<file path="src/rtl/core/ndpd_pkg.sv">
// ----------------------------------------------------------------------------
// ndpd_pkg
// Item types and fixed constants shared by the numeric date prefix detector.
// ----------------------------------------------------------------------------
package ndpd_pkg;

	typedef struct packed {
		logic [7:0] char_byte;
		logic       end_of_value;
	} byte_item_t;

	typedef struct packed {
		logic       matched;
		logic [7:0] sep_byte;
		logic       last_of_run;
	} result_item_t;

	localparam logic [7:0] PERCENT    = 8'h25;
	localparam logic [7:0] DIGIT_LO   = 8'h30;
	localparam logic [7:0] DIGIT_HI   = 8'h39;
	localparam logic [7:0] SPACE      = 8'h20;
	localparam logic [7:0] CTRL_WS_LO = 8'h09;
	localparam logic [7:0] CTRL_WS_HI = 8'h0D;

endpackage

</file>
<file path="src/rtl/core/ndpd_queue.sv">
// ----------------------------------------------------------------------------
// ndpd_queue
// Two-entry queue of finished value descriptors between front and back.
// ----------------------------------------------------------------------------
module ndpd_queue #(
	parameter int WIDTH = 74
) (
	input  logic             clk,
	input  logic             arst_n,
	input  logic             push,
	input  logic [WIDTH-1:0] push_data,
	input  logic             pop,
	output logic             full,
	output logic             avail,
	output logic [WIDTH-1:0] head
);

	logic [WIDTH-1:0] mem [2];
	logic             wr_ptr_q;
	logic             rd_ptr_q;
	logic [1:0]       count_q;

	assign full  = (count_q == 2'd2);
	assign avail = (count_q != 2'd0);
	assign head  = mem[rd_ptr_q];

	always_ff @(posedge clk) begin
		if (push) begin
			mem[wr_ptr_q] <= push_data;
		end
	end

	always_ff @(posedge clk or negedge arst_n) begin
		if (!arst_n) begin
			wr_ptr_q <= 1'b0;
			rd_ptr_q <= 1'b0;
			count_q  <= 2'd0;
		end else begin
			if (push) begin
				wr_ptr_q <= ~wr_ptr_q;
			end
			if (pop) begin
				rd_ptr_q <= ~rd_ptr_q;
			end
			case ({push, pop})
				2'b10:   count_q <= count_q + 2'd1;
				2'b01:   count_q <= count_q - 2'd1;
				default: count_q <= count_q;
			endcase
		end
	end

endmodule

</file>
<file path="src/rtl/core/ndpd_front.sv">
// ----------------------------------------------------------------------------
// ndpd_front
// Classifies one byte per cycle unless stalled, holds the first literal and
// compares the second against it, and queues a descriptor when a value ends.
// ----------------------------------------------------------------------------
module ndpd_front #(
	parameter int MAX_LITERAL = 8,
	parameter int LW          = $clog2(MAX_LITERAL + 1),
	parameter int IW          = (MAX_LITERAL > 1) ? $clog2(MAX_LITERAL) : 1,
	parameter int JW          = 1 + LW + 8 * MAX_LITERAL
) (
	input  logic                 clk,
	input  logic                 arst_n,
	input  logic                 byte_valid,
	output logic                 byte_stall,
	input  ndpd_pkg::byte_item_t byte_item,
	input  logic                 q_full,
	output logic                 q_push,
	output logic [JW-1:0]        q_data
);

	localparam logic [2:0] PH_SPACE = 3'd0;
	localparam logic [2:0] PH_RUN1  = 3'd1;
	localparam logic [2:0] PH_LIT1  = 3'd2;
	localparam logic [2:0] PH_RUN2  = 3'd3;
	localparam logic [2:0] PH_LIT2  = 3'd4;
	localparam logic [2:0] PH_DONE  = 3'd5;

	localparam logic [1:0] V_UNDECIDED = 2'd0;
	localparam logic [1:0] V_MATCH     = 2'd1;
	localparam logic [1:0] V_NOMATCH   = 2'd2;

	localparam logic [LW-1:0] LEN_MAX = LW'(MAX_LITERAL);

	logic [MAX_LITERAL-1:0][7:0] lit_q;
	logic [2:0]                  phase_q, phase_n;
	logic [LW-1:0]               len_q, len_n;
	logic [LW-1:0]               pos_q, pos_n, pos_c;
	logic                        mism_q, mism_n, mism_c;
	logic [1:0]                  verdict_q, verdict_n;
	logic                        lit_wr;
	logic                        accept;
	logic                        dig;
	logic                        spc;
	logic [7:0]                  c;

	assign c          = byte_item.char_byte;
	assign byte_stall = q_full;
	assign accept     = byte_valid & ~q_full;
	assign q_push     = accept & byte_item.end_of_value;
	assign q_data     = {(verdict_n == V_MATCH), len_q, lit_q};

	assign dig = (c >= ndpd_pkg::DIGIT_LO) && (c <= ndpd_pkg::DIGIT_HI);
	assign spc = (c == ndpd_pkg::SPACE) ||
	             ((c >= ndpd_pkg::CTRL_WS_LO) && (c <= ndpd_pkg::CTRL_WS_HI));

	always_comb begin
		phase_n   = phase_q;
		len_n     = len_q;
		pos_n     = pos_q;
		mism_n    = mism_q;
		verdict_n = verdict_q;
		lit_wr    = 1'b0;
		pos_c     = (phase_q == PH_RUN2) ? '0 : pos_q;
		mism_c    = (phase_q == PH_RUN2) ? 1'b0 : mism_q;
		case (phase_q)
			PH_SPACE: begin
				if (dig) begin
					phase_n = PH_RUN1;
				end else if (!spc) begin
					verdict_n = V_NOMATCH;
					phase_n   = PH_DONE;
				end
			end
			PH_RUN1, PH_LIT1: begin
				if (dig) begin
					if (phase_q == PH_LIT1) begin
						phase_n = PH_RUN2;
					end
				end else if (len_q == LEN_MAX) begin
					verdict_n = V_NOMATCH;
					phase_n   = PH_DONE;
				end else begin
					lit_wr  = 1'b1;
					len_n   = len_q + 1'b1;
					phase_n = PH_LIT1;
				end
			end
			PH_RUN2, PH_LIT2: begin
				if (dig) begin
					if (phase_q == PH_LIT2) begin
						verdict_n = (!mism_q && (pos_q == len_q)) ? V_MATCH : V_NOMATCH;
						phase_n   = PH_DONE;
					end
				end else begin
					phase_n = PH_LIT2;
					// A second literal longer than the first can never match.
					if (pos_c >= len_q) begin
						mism_n = 1'b1;
						pos_n  = pos_c;
					end else begin
						mism_n = mism_c | (lit_q[pos_c[IW-1:0]] != c);
						pos_n  = pos_c + 1'b1;
					end
				end
			end
			default: begin
			end
		endcase
	end

	always_ff @(posedge clk) begin
		if (accept && lit_wr) begin
			lit_q[len_q[IW-1:0]] <= c;
		end
	end

	always_ff @(posedge clk or negedge arst_n) begin
		if (!arst_n) begin
			phase_q   <= PH_SPACE;
			len_q     <= '0;
			pos_q     <= '0;
			mism_q    <= 1'b0;
			verdict_q <= V_UNDECIDED;
		end else if (accept) begin
			if (byte_item.end_of_value) begin
				phase_q   <= PH_SPACE;
				len_q     <= '0;
				pos_q     <= '0;
				mism_q    <= 1'b0;
				verdict_q <= V_UNDECIDED;
			end else begin
				phase_q   <= phase_n;
				len_q     <= len_n;
				pos_q     <= pos_n;
				mism_q    <= mism_n;
				verdict_q <= verdict_n;
			end
		end
	end

endmodule

</file>
<file path="src/rtl/core/ndpd_back.sv">
// ----------------------------------------------------------------------------
// ndpd_back
// Turns one queued descriptor into result items: a single no-match item, or
// the separator bytes with each percent sign doubled.
// ----------------------------------------------------------------------------
module ndpd_back #(
	parameter int MAX_LITERAL = 8,
	parameter int LW          = $clog2(MAX_LITERAL + 1),
	parameter int IW          = (MAX_LITERAL > 1) ? $clog2(MAX_LITERAL) : 1,
	parameter int JW          = 1 + LW + 8 * MAX_LITERAL
) (
	input  logic                   clk,
	input  logic                   arst_n,
	input  logic                   q_avail,
	input  logic [JW-1:0]          q_head,
	output logic                   q_pop,
	output logic                   result_valid,
	input  logic                   result_stall,
	output ndpd_pkg::result_item_t result_item
);

	logic                        cur_valid_q;
	logic                        cur_matched_q;
	logic [LW-1:0]               cur_len_q;
	logic [MAX_LITERAL-1:0][7:0] cur_lit_q;
	logic [IW-1:0]               idx_q;
	logic                        dup_q;
	logic                        res_valid_q;
	ndpd_pkg::result_item_t      res_item_q;
	ndpd_pkg::result_item_t      res_n;

	logic       go;
	logic       done;
	logic       load;
	logic [7:0] b;
	logic       pct_first;
	logic       last_byte;

	assign b         = cur_lit_q[idx_q];
	assign pct_first = (b == ndpd_pkg::PERCENT) && !dup_q;
	assign last_byte = ((LW'(idx_q) + 1'b1) == cur_len_q);
	assign go        = cur_valid_q & (~res_valid_q | ~result_stall);
	assign done      = go & (~cur_matched_q | (~pct_first & last_byte));
	assign load      = (~cur_valid_q | done) & q_avail;
	assign q_pop     = load;

	assign result_valid = res_valid_q;
	assign result_item  = res_item_q;

	always_comb begin
		if (!cur_matched_q) begin
			res_n.matched     = 1'b0;
			res_n.sep_byte    = 8'h00;
			res_n.last_of_run = 1'b1;
		end else begin
			res_n.matched     = 1'b1;
			res_n.sep_byte    = b;
			res_n.last_of_run = ~pct_first & last_byte;
		end
	end

	always_ff @(posedge clk) begin
		if (load) begin
			cur_matched_q <= q_head[JW-1];
			cur_len_q     <= q_head[JW-2 -: LW];
			cur_lit_q     <= q_head[8*MAX_LITERAL-1:0];
		end
		if (go) begin
			res_item_q <= res_n;
		end
	end

	always_ff @(posedge clk or negedge arst_n) begin
		if (!arst_n) begin
			cur_valid_q <= 1'b0;
			idx_q       <= '0;
			dup_q       <= 1'b0;
			res_valid_q <= 1'b0;
		end else begin
			if (go) begin
				res_valid_q <= 1'b1;
			end else if (!result_stall) begin
				res_valid_q <= 1'b0;
			end

			if (load) begin
				cur_valid_q <= 1'b1;
			end else if (done) begin
				cur_valid_q <= 1'b0;
			end

			if (load) begin
				idx_q <= '0;
				dup_q <= 1'b0;
			end else if (go && cur_matched_q) begin
				// A percent sign goes out twice; the first copy holds the index.
				if (pct_first) begin
					dup_q <= 1'b1;
				end else begin
					dup_q <= 1'b0;
					idx_q <= IW'(idx_q + 1'b1);
				end
			end
		end
	end

endmodule

</file>
<file path="src/rtl/core/numeric_date_prefix_detector.sv">
// A value's descriptor passes through the queue and the emitter's descriptor
// register before its first result item is registered on the output.
// Throughput, unless stalled: one byte per cycle in, one result item per cycle out.
// A two-entry descriptor queue lets the byte classifier run ahead of the emitter.
// Reset (arst_n low) clears all control state; the literal storage is not reset.
// ----------------------------------------------------------------------------
// numeric_date_prefix_detector
// Detects a numeric date prefix in a field value and reports its separator.
// ----------------------------------------------------------------------------
module numeric_date_prefix_detector #(
	parameter int MAX_LITERAL = 8
) (
	input  logic                   clk,
	input  logic                   arst_n,
	input  logic                   byte_valid,
	output logic                   byte_stall,
	input  ndpd_pkg::byte_item_t   byte_item,
	output logic                   result_valid,
	input  logic                   result_stall,
	output ndpd_pkg::result_item_t result_item
);

	localparam int LW = $clog2(MAX_LITERAL + 1);
	localparam int IW = (MAX_LITERAL > 1) ? $clog2(MAX_LITERAL) : 1;
	localparam int JW = 1 + LW + 8 * MAX_LITERAL;

	logic          q_full;
	logic          q_push;
	logic          q_pop;
	logic          q_avail;
	logic [JW-1:0] q_data;
	logic [JW-1:0] q_head;

	ndpd_front #(
		.MAX_LITERAL(MAX_LITERAL),
		.LW         (LW),
		.IW         (IW),
		.JW         (JW)
	) u_front (
		.clk       (clk),
		.arst_n    (arst_n),
		.byte_valid(byte_valid),
		.byte_stall(byte_stall),
		.byte_item (byte_item),
		.q_full    (q_full),
		.q_push    (q_push),
		.q_data    (q_data)
	);

	ndpd_queue #(
		.WIDTH(JW)
	) u_queue (
		.clk      (clk),
		.arst_n   (arst_n),
		.push     (q_push),
		.push_data(q_data),
		.pop      (q_pop),
		.full     (q_full),
		.avail    (q_avail),
		.head     (q_head)
	);

	ndpd_back #(
		.MAX_LITERAL(MAX_LITERAL),
		.LW         (LW),
		.IW         (IW),
		.JW         (JW)
	) u_back (
		.clk         (clk),
		.arst_n      (arst_n),
		.q_avail     (q_avail),
		.q_head      (q_head),
		.q_pop       (q_pop),
		.result_valid(result_valid),
		.result_stall(result_stall),
		.result_item (result_item)
	);

endmodule

</file>
<file path="config.mk">
export PLATFORM = sky130hd
export DESIGN_NAME = numeric_date_prefix_detector
export DESIGN_NICKNAME = d
export VERILOG_FILES = /design/src/rtl/core/ndpd_pkg.sv /design/src/rtl/core/ndpd_queue.sv /design/src/rtl/core/ndpd_front.sv /design/src/rtl/core/ndpd_back.sv /design/src/rtl/core/numeric_date_prefix_detector.sv
export SDC_FILE = /design/constraint.sdc
export NUM_CORES = 1
export LEC_CHECK = 0
export ABC_AREA = 1
export BUFFER_PORTS_ARGS = -buffer_cell sky130_fd_sc_hd__buf_4
export CORE_MARGIN = 1.5
export CORE_UTILIZATION = 50
export CTS_CLUSTER_DIAMETER = 30
export DETAILED_ROUTE_END_ITERATION = 10
export HOLD_SLACK_MARGIN = 0.1
export PLACE_DENSITY = 0.74
export SKIP_CTS_REPAIR_TIMING = 1
export SYNTH_ARGS = -nofsm -noshare
export SYNTH_HDL_FRONTEND = slang
export SYNTH_SLANG_ARGS = --single-unit
</file>
<file path="constraint.sdc">
create_clock -name clk -period 7.7 [get_ports clk]
set_input_delay 0.77 -clock clk [delete_from_list [all_inputs] [get_ports clk]]
set_output_delay 0.77 -clock clk [all_outputs]
set_load 0.005 [all_outputs]
</file>
# Word-level counts from Yosys, hierarchy flattened

Memory sizes are Yosys's and may differ from the RTL's. A register that Yosys moved wholly into a read port is not among the register bits.
Index checks and enable logic that the tools add are counted.

RAM bits: 138
Memories: 1
Output and inout port bits: 12
Flip-flop bits (word level): 98
Word-level logic and storage cells: 158
Input port bits: 13

Eq/ne operators: 21
Add/subtract/negate cells: 6
Order comparisons: 9
Bitwise logic cells: 18
Reduce and logical (&&, ||, !) cells: 24
Multiplexer cells: 56

Memories:

| name        | depth | bits a word | rd ports | clocked after Yosys merged registers in | write ports | RTL line         | RTL |
|---|---|---|---|---|---|---|---|
| u_queue.mem | 2     | 69          | 1        | 1                                       | 1           | ndpd_queue.sv:18 | `logic [WIDTH-1:0] mem [2];` |

Operators by type and width:

| cell                                                 | number |
|---|---|
| bitwise mux 64 bit                                   | 1 |
| binary-select mux 8 bit (select 3 bit)               | 2 |
| 2-to-1 mux 4 bit                                     | 9 |
| 2-to-1 mux 3 bit                                     | 11 |
| demux 8 bit (select 3 bit)                           | 1 |
| 2-to-1 mux 8 bit                                     | 3 |
| 2-to-1 mux 1 bit                                     | 17 |
| == test 8 x 6 -> 1 bit (second input constant)       | 2 |
| 2-to-1 mux 2 bit                                     | 8 |
| < comparator 3 x 4 -> 1 bit (second input constant)  | 3 |
| nonzero test 2 bit                                   | 6 |
| 2-to-1 mux 10 bit                                    | 1 |
| case mux 3 bit (3 select lines)                      | 1 |
| adder 4 x 1 -> 4 bit (second input constant)         | 2 |
| == test 4 bit                                        | 2 |
| >= comparator 8 x 4 -> 1 bit (second input constant) | 1 |
| >= comparator 8 x 6 -> 1 bit (second input constant) | 1 |
| <= comparator 8 x 4 -> 1 bit (second input constant) | 1 |
| <= comparator 8 x 6 -> 1 bit (second input constant) | 1 |
| inequality test 4 bit (second input constant)        | 2 |
| inequality test 8 bit                                | 1 |
| NOT 1 bit                                            | 8 |
| logical AND 1 bit                                    | 7 |
| bitwise AND 1 bit                                    | 6 |
| other kinds (27)                                     | 37 |

# Longest topological paths before layout

Depth after elaboration: 12
Depth in mapped cells: 21
Mapped depth without buffers: 20

# Cells and area by module

Synthesis repeated with hierarchy kept, for this count alone.

Cells, all modules: 1,135
Area total of the unflattened synthesis: 12,831.1 um^2

By module, submodules not included:

| module     | cells an instance | seq. area each (um^2) | times used | area an instance (um^2) |
|---|---|---|---|---|
| ndpd_queue | 384               | 4,244.1               | 1          | 5,312.6 |
| ndpd_front | 425               | 2,272.2               | 1          | 3,896.2 |
| ndpd_back  | 326               | 2,522.4               | 1          | 3,622.2 |

# Worst setup path before layout

Ideal clock, no wire load.

Kind: in2reg
Start point: input port byte_valid
End point: memory u_queue.mem[0][0] in the netlist's numbering, enable pin
Arrival time: 4.172 ns
Slack: 3.031 ns
Path buffers: 0
Stages on the path: 4
Path through: o21ai_0 > nor2_1 > inv_1 > nor2_1

Word-level cells in the longest chain between the ends: 4

Ends and longest elaborated chain:

| what                                   | RTL line                           | RTL |
|---|---|---|
| start, declared                        | numeric_date_prefix_detector.sv:15 | `input logic byte_valid,` |
| bitwise AND 1 bit                      | ndpd_front.sv:49                   | `assign accept = byte_valid & ~q_full;` |
| bitwise AND 1 bit                      | ndpd_front.sv:50                   | `assign q_push = accept & byte_item.end_of_value;` |
| 2-to-1 mux 1 bit                       | ndpd_queue.sv:28                   | `if (push) begin` |
| 2-to-1 mux 1 bit (implied by the code) | ndpd_queue.sv:29                   | `mem[wr_ptr_q] <= push_data;` |
| end, declared                          | ndpd_queue.sv:18                   |  |

No other way between the ends.

# Worst setup path after layout

Start point: register u_back.idx_q[0]
End point: register u_queue.count_q[1]

Word-level cells in the longest chain between the ends: 12
Elaborated cells between the ends (all ways): 16

Ends and longest elaborated chain:

| what                                                                  | RTL line                           | RTL |
|---|---|---|
| start, declared                                                       | ndpd_back.sv:26                    | `logic [IW-1:0] idx_q;` |
| start signal, assigned                                                | ndpd_back.sv:101                   | `idx_q <= IW'(idx_q + 1'b1);` |
| binary-select mux 8 bit (select 3 bit)                                | ndpd_back.sv:39                    | `assign b = cur_lit_q[idx_q];` |
| 2-to-1 mux 8 bit (implied by the code)                                | ndpd_back.sv:39                    |  |
| == test 8 x 6 -> 1 bit                                                | ndpd_back.sv:40                    | `assign pct_first = (b == ndpd_pkg::PERCENT) && !dup_q;` |
| logical AND 1 bit                                                     | ndpd_back.sv:40                    |  |
| NOT 1 bit                                                             | ndpd_back.sv:43                    | `assign done = go & (~cur_matched_q \| (~pct_first & last_byte));` |
| bitwise AND 1 bit (*)                                                 | ndpd_back.sv:43                    |  |
| bitwise OR 1 bit (*)                                                  | ndpd_back.sv:43                    |  |
| bitwise AND 1 bit (*)                                                 | ndpd_back.sv:43                    |  |
| bitwise OR 1 bit (*)                                                  | ndpd_back.sv:44                    | `assign load = (~cur_valid_q \| done) & q_avail;` |
| bitwise AND 1 bit (*)                                                 | ndpd_back.sv:44                    |  |
| net q_pop                                                             | numeric_date_prefix_detector.sv:29 | `logic q_pop;` |
| == test 2 x 1 -> 1 bit or == test 2 bit (tied branches)               | ndpd_queue.sv:45                   | `case ({push, pop})` |
| case mux 2 bit (2 select lines) or nonzero test 2 bit (tied branches) | --                                 |  |
| end signal, assigned                                                  | ndpd_queue.sv:46                   | `2'b10: count_q <= count_q + 2'd1;` |
| end signal, assigned                                                  | ndpd_queue.sv:47                   | `2'b01: count_q <= count_q - 2'd1;` |
| end signal, assigned                                                  | ndpd_queue.sv:48                   | `default: count_q <= count_q;` |
| end, declared                                                         | ndpd_queue.sv:21                   | `logic [1:0] count_q;` |

The timed path passes the listed nets; every way through them passes the cells marked *. The select of a mux whose other input is x is not followed.
A chain may end at the register's enable or synchronous reset.

==> results.cfg <==
[worst_setup_path]
required_ps = 8110
crit_path_max_incr_delay_ps = 1150
start_kind = register
worst-path-max-fanout = 74
cp_top_family = flip-flops
endpoint_kind = register
path_cells = inv_4 -> nand2_1 -> nand3_1 -> nand3_1 -> nand2_1 -> nand2_1 -> nor2_2 -> nand3_2 -> nand2_1 -> nand2_2 -> nand2_1 -> nand2_2 -> nand2_4 -> inv_4 -> ha_1 -> a21oi_1 -> o21ai_0 -> xor2_1
cpMaxStageDelayCell = dfrtp_1
cp.buffers_inverters = 2
arrival_ps = 4480
crit_path_frequent_cell = nand2_1
crit_type = reg -> reg

[grt]
antenna_found_initial = 0
grt_max_degree = 75
grt_pass1_vias = 7776
track_usage_pct = 20.6
grt_pass1_wl_um = 41400
grt-ovfl-total = 0

[cells_and_area]
fin_util_pct = 58.7
drive_gt1_share_pct = 11.5
design_area_sq_um = 14700
syn_to_final_growth_pct = 15.7
n_antenna_cell = 0
nets = 1197

[pwr]
leakagePower_nw = 6.04
ir_drop_v = 0.000291
power.density_nw_per_um2 = 408

[floorplan]
initial_core_util_pct = 50.8
die_area_sq_um = 26400
die_h_um = 162
rows = 58
core_area_sq_um = 25000
io_pins = 25
die_x_um = 162

[status]
outcome = finished, final reports clean

[synth]
synth_edf_count = 281
async_flop_share_pct = 7.87
ys_seq_area_share_pct = 71.1
synth-main-ff-cell = edfxtp_1
netlist_instances = 1129
avgSynthCellArea_sq_um = 11.3
synth_nets = 1151
syn-cell-area_sq_um = 12700
yosys_warnings = 0
ys_types = 37
ys_ff_latch = 305

[clock_network]
clk_path_buf_depth = 3
numCtsBuffers = 49
cts.clk_slew.worst_paths_ps = 50
cts_tree = done
htree_num_levels = 2
clk_latency_ps = 540
clkSinkCount = 305
cts_root_buffer = clkbuf_16

[sta]
rsz0062_at_grt = no
post-route-period-util_pct = 52.9
period_minus_slack_ps = 4070
setup_violations = 0
tightestPinTransition_ps = 1220
final-max-slew-violation-count = 0
setup_tns_ps = 0
fin_ws_ps = 3630
finClkSkew_ps = 19.1
clock.fmax_ghz = 0.246
slew_headroom_pct = 18.6
hold_viol_final = 0
hold-worst-slack_ps = 149

[flow_run]
max_cap_violations = 0

[placement]
place_hpwl_um = 16900
dpl_worst_slack_ps = 3630
dpl_cell_area_sq_um = 13100
gp_congestion = 0.895
port_buffers = 24

[routing]
dr.pass1.iters = 6
drc = 0
vias = 8100
finalWirelength_um = 26700
post_drt_wl_per_cell_um = 17.3
drt_iter0_drc = 819
antenna_left = 0
vias_per_cell = 5.25

[min_path]
hp-class = in -> async
state kept, by name, summed over array words and instances, names as in the netlist:
| register | flops |
|---|---|
| u_back.cur_valid_q | 1 |
| u_queue.count_q | 2 |
| u_front.len_q | 4 |
| u_back.result_valid | 1 |
| u_queue.wr_ptr_q | 1 |
| u_queue.rd_ptr_q | 1 |
| u_back.cur_matched_q | 1 |
| u_front.mism_q | 1 |
| u_front.pos_q | 4 |
| u_back.result_item | 10 |
| u_back.dup_q | 1 |
| u_queue.mem | 138 |
| u_front.q_data | 64 |
| u_back.cur_len_q | 4 |
| u_back.idx_q | 3 |
| u_front.verdict_q | 2 |
| u_front.phase_q | 3 |
| u_back.cur_lit_q | 64 |
cell families (layout without fill, tap and decap cells):
kind of cell             after synthesis  count (layout)  synth area share, %
buffers and inverters                142             226                 5.07
adder cells (fa/ha/maj)                9               9                0.886
AO/OA/AOI/OAI                         52              52                 2.22
flip-flops                           305             305                 71.1
AND/OR/NAND/NOR                      605             605                 19.6
XOR/XNOR                              16              16                 1.10
metal layers:
metal  wire length (um)  part of all wire [%]  up-vias  track usage, %
li1                   -                     -     3859               -
met2              12600                    47      334            33.0
met5                  0                     0        -               0
met1              11500                    43     3835            28.3
met4                758                   2.8        0            7.96
met3               1890                   7.1       72            3.79
synth_stat cells (4+ instances only):
library cell / n / area, sq um
edfxtp_1: 281 / 8440
ha_1: 9 / 113
buf_4: 4 / 30.0
a21oi_1: 16 / 80.1
nand2_2: 5 / 31.3
nand3_1: 93 / 465
dfrtp_1: 24 / 601
buf_6: 11 / 124
xnor2_1: 6 / 52.6
inv_1: 96 / 360
xor2_1: 10 / 87.6
o22ai_1: 4 / 25.0
nor2_1: 47 / 176
buf_2: 5 / 25.0
nor2_2: 8 / 50.1
nand2_1: 438 / 1640
o21ai_0: 19 / 95.1
o21ai_1: 7 / 35.0
inv_2: 6 / 22.5
clkbuf_1: 15 / 56.3
through the flow:
step                instances  power, mW
finish                   1543       5.99
global route             1543       6.30
CTS                      1543       6.02
detailed placement       1454       3.95
global placement         1454       3.91
floorplan                1129       3.54
cell usage in the layout (no fill, tap or decap), types with 4 or more instances in the layout:
cell type   Yosys  routed
o21ai_1         7       7
xor2_1         10      10
clkbuf_16       0      51
clkbuf_1       15       5
buf_4           4      30
ha_1            9       9
clkinv_1        2       9
nand2_2         5       5
inv_8           0       4
o21ai_0        19      19
o22ai_1         4       4
nand2_1       438     438
inv_1          96      96
clkinv_4        0       5
a21oi_1        16      16
nor2_2          8       8
clkinv_2        0       5
inv_2           6       6
nand3_1        93      93
edfxtp_1      281     281
clkinvlp_4      0       4
xnor2_1         6       6
inv_6           0       6
nor2_1         47      45
dfrtp_1        24      23
cell type report:
type / count / area [sq um]
clock buffer: 56 / 1290
clock inverter: 33 / 283
fill: 1891 / 10300
inverter: 107 / 409
multi-input combinational: 682 / 3040
sequential: 305 / 9040
tap: 330 / 413
timing repair buffer: 30 / 225
final timing paths:
kind,from,endpoint,slack (ps),cells after the start
max in group asynchronous,arst_n,u_queue.rd_ptr_q,7260,1
min in group clk,u_front.q_data[31],u_queue.mem[1][31],470,0
hold reg to reg,u_front.q_data[31],u_queue.mem[1][31],470,0
setup / recovery,u_back.idx_q[0],u_queue.count_q[1],3630,18
hold / removal,arst_n,u_queue.count_q[0],150,1
setup reg to reg,u_back.idx_q[0],u_queue.count_q[1],3630,18
where the power goes:
part	switching [mW]	total, mW	internal, mW
registers	0.171	2.49	2.32
clock network	0.768	2.06	1.29
logic	1.03	1.44	0.415
worst reg2reg max path, cell delays in order, from the launching register on:
cell and delay [ps]:
dfrtp_1 1150, inv_4 330, nand2_1 170, nand3_1 100
nand3_1 120, nand2_1 80, nand2_1 80, nor2_2 40
nand3_2 90, nand2_1 80, nand2_2 80, nand2_1 60
nand2_2 90, nand2_4 70, inv_4 630, ha_1 400
a21oi_1 110, o21ai_0 110, xor2_1 160
Power figures use the tool's default switching activity.
